===== config.mk =====
export PLATFORM = sky130hd
export DESIGN_NAME = lpht_mod_unit
export DESIGN_NICKNAME = d
export VERILOG_FILES = /design/src/hw/rtl/lpht_pkg.sv /design/src/hw/rtl/lpht_mod_unit.sv
export SDC_FILE = /design/constraint.sdc
export NUM_CORES = 1
export LEC_CHECK = 0
export BUFFER_PORTS_ARGS = -buffer_cell sky130_fd_sc_hd__buf_2
export CAP_MARGIN = 20
export CORE_AREA = 4 4 86 88
export CTS_CLUSTER_DIAMETER = 60
export DETAILED_ROUTE_END_ITERATION = 12
export DIE_AREA = 0 0 90 92
export PLACE_DENSITY_LB_ADDON = 0.12
export SLEW_MARGIN = 0
export SYNTH_ARGS = -nofsm -noshare
export SYNTH_HDL_FRONTEND = slang
export SYNTH_SLANG_ARGS = --single-unit
export TNS_END_PERCENT = 50

===== constraint.sdc =====
create_clock -name clk -period 5.2 [get_ports clk]
set_clock_uncertainty 0.1 [all_clocks]
set_input_delay 0.52 -clock clk [delete_from_list [all_inputs] [get_ports clk]]
set_output_delay 0.52 -clock clk [all_outputs]
set_load 0.02 [all_outputs]

===== src/hw/rtl/lpht_pkg.sv =====
`timescale 1ns / 1ps
// ----------------------------------------------------------------------------
// Linear probing hash table package
// Shared types, codes and constants for the linear probing key table.
// ----------------------------------------------------------------------------
package lpht_pkg;

	localparam int KEY_BITS     = 31;
	localparam int CAPACITY_DEF = 1024;
	localparam int INIT_SIZE_W  = 11;
	localparam int THR_W        = 4;
	localparam int SLOT_W       = 10;
	localparam int COUNT_W      = 11;
	localparam int CFG_IDX_W    = 2;

	localparam logic [INIT_SIZE_W-1:0] INIT_SIZE_RST = 11'd5;
	localparam logic [THR_W-1:0]       THR_RST       = 4'd7;

	typedef enum logic [1:0] {
		OP_INSERT = 2'd0,
		OP_SEARCH = 2'd1,
		OP_DELETE = 2'd2,
		OP_CLEAR  = 2'd3
	} op_t;

	typedef enum logic [1:0] {
		STAT_OK   = 2'd0,
		STAT_MISS = 2'd1,
		STAT_FULL = 2'd2
	} status_t;

	typedef enum logic [1:0] {
		TAG_EMPTY = 2'd0,
		TAG_USED  = 2'd1,
		TAG_TOMB  = 2'd2
	} tag_t;

	typedef enum logic [CFG_IDX_W-1:0] {
		REG_INIT_SIZE = 2'd0,
		REG_THRESHOLD = 2'd1
	} cfg_reg_t;

	typedef enum logic [3:0] {
		ST_SWEEP, ST_IDLE, ST_HOME, ST_RD, ST_CHK, ST_INS_WR, ST_GROW,
		ST_RB_RD, ST_RB_CHK, ST_RB_HOME, ST_RB_PRD, ST_RB_PCHK, ST_CLEAR, ST_DONE
	} state_t;

	typedef struct packed {
		op_t                 operation;
		logic [KEY_BITS-1:0] key;
	} req_t;

	typedef struct packed {
		status_t            status;
		logic [SLOT_W-1:0]  slot;
		logic [COUNT_W-1:0] key_total;
		logic [COUNT_W-1:0] size_in_use;
		logic               grew;
	} rsp_t;

endpackage


===== src/hw/rtl/lpht_mod_unit.sv =====
`timescale 1ns / 1ps
// ----------------------------------------------------------------------------
// Iterative modulo unit
// Restoring remainder, one dividend bit per cycle.
// ----------------------------------------------------------------------------
module lpht_mod_unit
	import lpht_pkg::*;
#(
	parameter int SZ_W = 11
) (
	input  logic                clk,
	input  logic                arst_n,
	input  logic                start,
	input  logic [KEY_BITS-1:0] dividend,
	input  logic [SZ_W-1:0]     divisor,
	output logic                done,
	output logic [SZ_W-1:0]     remainder
);

	localparam int CNT_W = $clog2(KEY_BITS + 1);

	logic                busy_q;
	logic [CNT_W-1:0]    cnt_q;
	logic [KEY_BITS-1:0] dvd_q;
	logic [SZ_W-1:0]     div_q;
	logic [SZ_W-1:0]     rem_q;
	logic [SZ_W:0]       trial;
	logic [SZ_W:0]       step;

	always_comb begin
		trial = {rem_q, dvd_q[KEY_BITS-1]};
		if (trial >= {1'b0, div_q}) begin
			step = trial - {1'b0, div_q};
		end else begin
			step = trial;
		end
	end

	always_ff @(posedge clk or negedge arst_n) begin
		if (!arst_n) begin
			busy_q <= 1'b0;
			cnt_q  <= '0;
			dvd_q  <= '0;
			div_q  <= '0;
			rem_q  <= '0;
		end else if (start) begin
			busy_q <= 1'b1;
			cnt_q  <= CNT_W'(KEY_BITS);
			dvd_q  <= dividend;
			div_q  <= divisor;
			rem_q  <= '0;
		end else if (busy_q) begin
			if (cnt_q == '0) begin
				busy_q <= 1'b0;
			end else begin
				rem_q <= step[SZ_W-1:0];
				dvd_q <= {dvd_q[KEY_BITS-2:0], 1'b0};
				cnt_q <= cnt_q - 1'b1;
			end
		end
	end

	assign done      = busy_q && (cnt_q == '0);
	assign remainder = rem_q;

endmodule


==> impl_metrics.ini <==
[critical_path]
required_ns = 5.33
worstSetupPathType = reg2reg
worst_r2r_startpoint = dvd_q[30]$_DFFE_PN0P_
worst_setup_path_end_kind = flop
rrSetupSlack_ns = 2.46
path_max_fanout = 11
endpoint = remainder[0]$_DFFE_PN0P_
startpoint = dvd_q[30]$_DFFE_PN0P_
start_kind = flop
critical_path_arrival_ns = 2.87
r2r-end = remainder[0]$_DFFE_PN0P_
r2r_cells = 10

[grt]
grt_antenna_before_repair = 0
gr-total-overflow = 0
grt_pass1_vias = 2412
grtUsageTotal = 0.167
grt_pass1_wl_um = 11100
grt_max_degree = 60

[synth]
syn_area_per_cell_sq_um = 9.61
yosys.area.top_type = dfrtp_1
seq_area_frac_synth = 0.452
netlist_instances = 340
netlist_area_sq_um = 3270
synth_flop_cell = dfrtp_1
synth_enable_flop_cells = 0
yosysWarnings = 0
synth_seq_cells = 59
synth_fp_nets = 399
netlist-cell-type-count = 44
yosys-top-cells-area = dfrtp_1 45%, mux2i_1 9.5%, o21ai_0 7.0%
synthArstFlopShare = 1.00
yosysTopAreaCellShare = 0.452

[floorplanning]
rows = 30
core_sq_um = 6640
die_h_um = 92
die_w_um = 90
die_area_sq_um = 8280
initial_core_util = 0.492
ios = 57

[job]
maxCapViolCount = 0

[power_and_ir_drop]
power_uw = 1520
p_per_area_nw_per_um2 = 404
ir_drop_uv = 145
total_leakage_power_uw = 0.00197

[status]
status = complete, no violations

[sta]
hold_viol = 0
timing.fmax_mhz = 365
holdWs_ns = 0.225
maxSlewViolCount = 0
worst_slew_pin_slew_ns = 0.753
relSlewSlack = 0.498
period_minus_slack_ns = 2.74
fin_setup_tns_ns = 0
period_share = 0.527
setup_viol_count_final = 0
grt_setup_unrepaired = no

[route]
drcViolationCount = 0
antenna_left = 0
drtIter0Drc = 142
avgRoutedWirePerCell_um = 13.8
vias = 2494
avgViaCountPerCell = 5.26
drtPass1Iterations = 4
routed_wl_um = 6520

[cts]
cts-buffers-inserted = 9
h-tree-depth = 3
clk_pin_slew_ns = 0.06
cts.sinks = 59
cts_resized = 0
worstSkewPairLatency_ns = 0.34
cts_buffer_depth = 2
clockRootBuffer = clkbuf_8
ctsHoldBuffers = 0
post_cts_buffers = 0
cts_tree = done

[placement]
place_inst = 459
gp_congestion = 0.841
port_buffers = 56
hpwl_um = 4590

[final_layout]
final_util = 0.568
stdcell_count = 474
n_antenna_cell = 0
drive_gt1_frac = 0.226
nFillCells = 580
syn_to_final_growth_pct = 15.4
fin_nets = 449

[hold_path]
hold_class = in2async
-- cells in the mapped netlist, types with 3 or more instances --
library cell and instances:
a21oi_1 10, a311oi_2 5, a31oi_1 3, and3_1 3, buf_2 6, clkbuf_1 11
dfrtp_1 59, ha_1 13, inv_1 17, mux2i_1 31, nand2_1 57, nand2b_1 6
nand3_1 4, nor2_1 16, nor3_1 3, nor4_1 3, o211ai_1 4, o21a_1 4
o21ai_0 46, xnor2_1 7, xor2_1 3
-- how the worst min path moves through the flow --
stage	start	endpoint	slack, ns	cells after the start
floorplan	arst_n	busy_q$_DFF_PN0_	0.12	0
global placement	div_q[0]$_DFFE_PN0P_	div_q[0]$_DFFE_PN0P_	0.40	1
detailed placement	cnt_q[1]$_DFFE_PN0P_	cnt_q[1]$_DFFE_PN0P_	0.40	1
CTS	arst_n	div_q[7]$_DFFE_PN0P_	0.26	2
global route	dividend[17]	dvd_q[17]$_DFFE_PN0P_	0.28	3
finish	arst_n	remainder[8]$_DFFE_PN0P_	0.22	2
-- per-stage QoR --
stage               worst slack (ns)  area [sq um]
finish                          2.46          3770
global route                    2.26          3770
CTS                             2.47          3770
detailed placement              2.49          3580
global placement                2.56          3580
floorplan                       2.83          3270
-- layout make-up --
type / instances / area (sq um) / share of cell area
clock buffers: 10 / 138 / 0.0365
repair buffers: 59 / 303 / 0.0803
flip-flops and latches: 59 / 1480 / 0.392
well taps: 80 / 100 / 0.0265
inverters: 17 / 63.8 / 0.0169
multi-input cells: 244 / 1640 / 0.434
clock inverters: 5 / 53.8 / 0.0143
-- power breakdown --
part	total [uW]	internal (uW)	switching [uW]
clock	406	230	176
combinational	552	232	319
sequential	565	517	48.2
-- logic make-up after synthesis --
family                   count (synthesis)  share of synthesized area
AND/OR/NAND/NOR                        100                      0.138
AO/OA/AOI/OAI                           88                      0.180
flip-flops                              59                      0.452
buffers and inverters                   37                     0.0494
multiplexers                            32                     0.0984
adder cells (fa/ha/maj)                 14                     0.0559
XOR/XNOR                                10                     0.0268
-- registers in the layout, summed over array words and instances (netlist names) --
signal     cells
dvd_q         31
div_q         11
remainder     11
cnt_q          5
busy_q         1
-- per-layer routing --
layer,up-vias,wire [um],global-route usage
met5,-,0,0
met4,0,144,0.0855
met3,13,296,0.0394
met2,44,3000,0.257
met1,1150,3080,0.220
li1,1287,-,-
-- cells in the final DEF (no fill, tap or decap), drive strengths merged, types with 2 or more instances in the layout --
cell / instances
a211oi: 2
o211ai: 4
xor2: 3
a31oi: 4
xnor2: 7
nor3: 3
o21ai: 49
nor2b: 2
a311oi: 5
and3: 3
inv: 17
nand2: 57
clkbuf: 10
buf: 59
mux2i: 31
a21oi: 10
dfrtp: 59
o21bai: 2
o21a: 4
nand2b: 6
nor2: 16
nand3: 4
ha: 13
clkinv: 4
a21o: 2
nor4: 4
-- worst max-delay path, cell delays in order, from the launching register on --
cell	delay, ns
dfrtp_1	0.39
inv_1	0.06
ha_1	0.16
inv_1	0.05
fa_1	0.41
a211oi_2	0.34
o21ai_2	0.12
a31oi_4	0.19
o21ai_1	0.28
and3_1	0.29
nor4_1	0.25
Power figures use the tool's default switching activity.
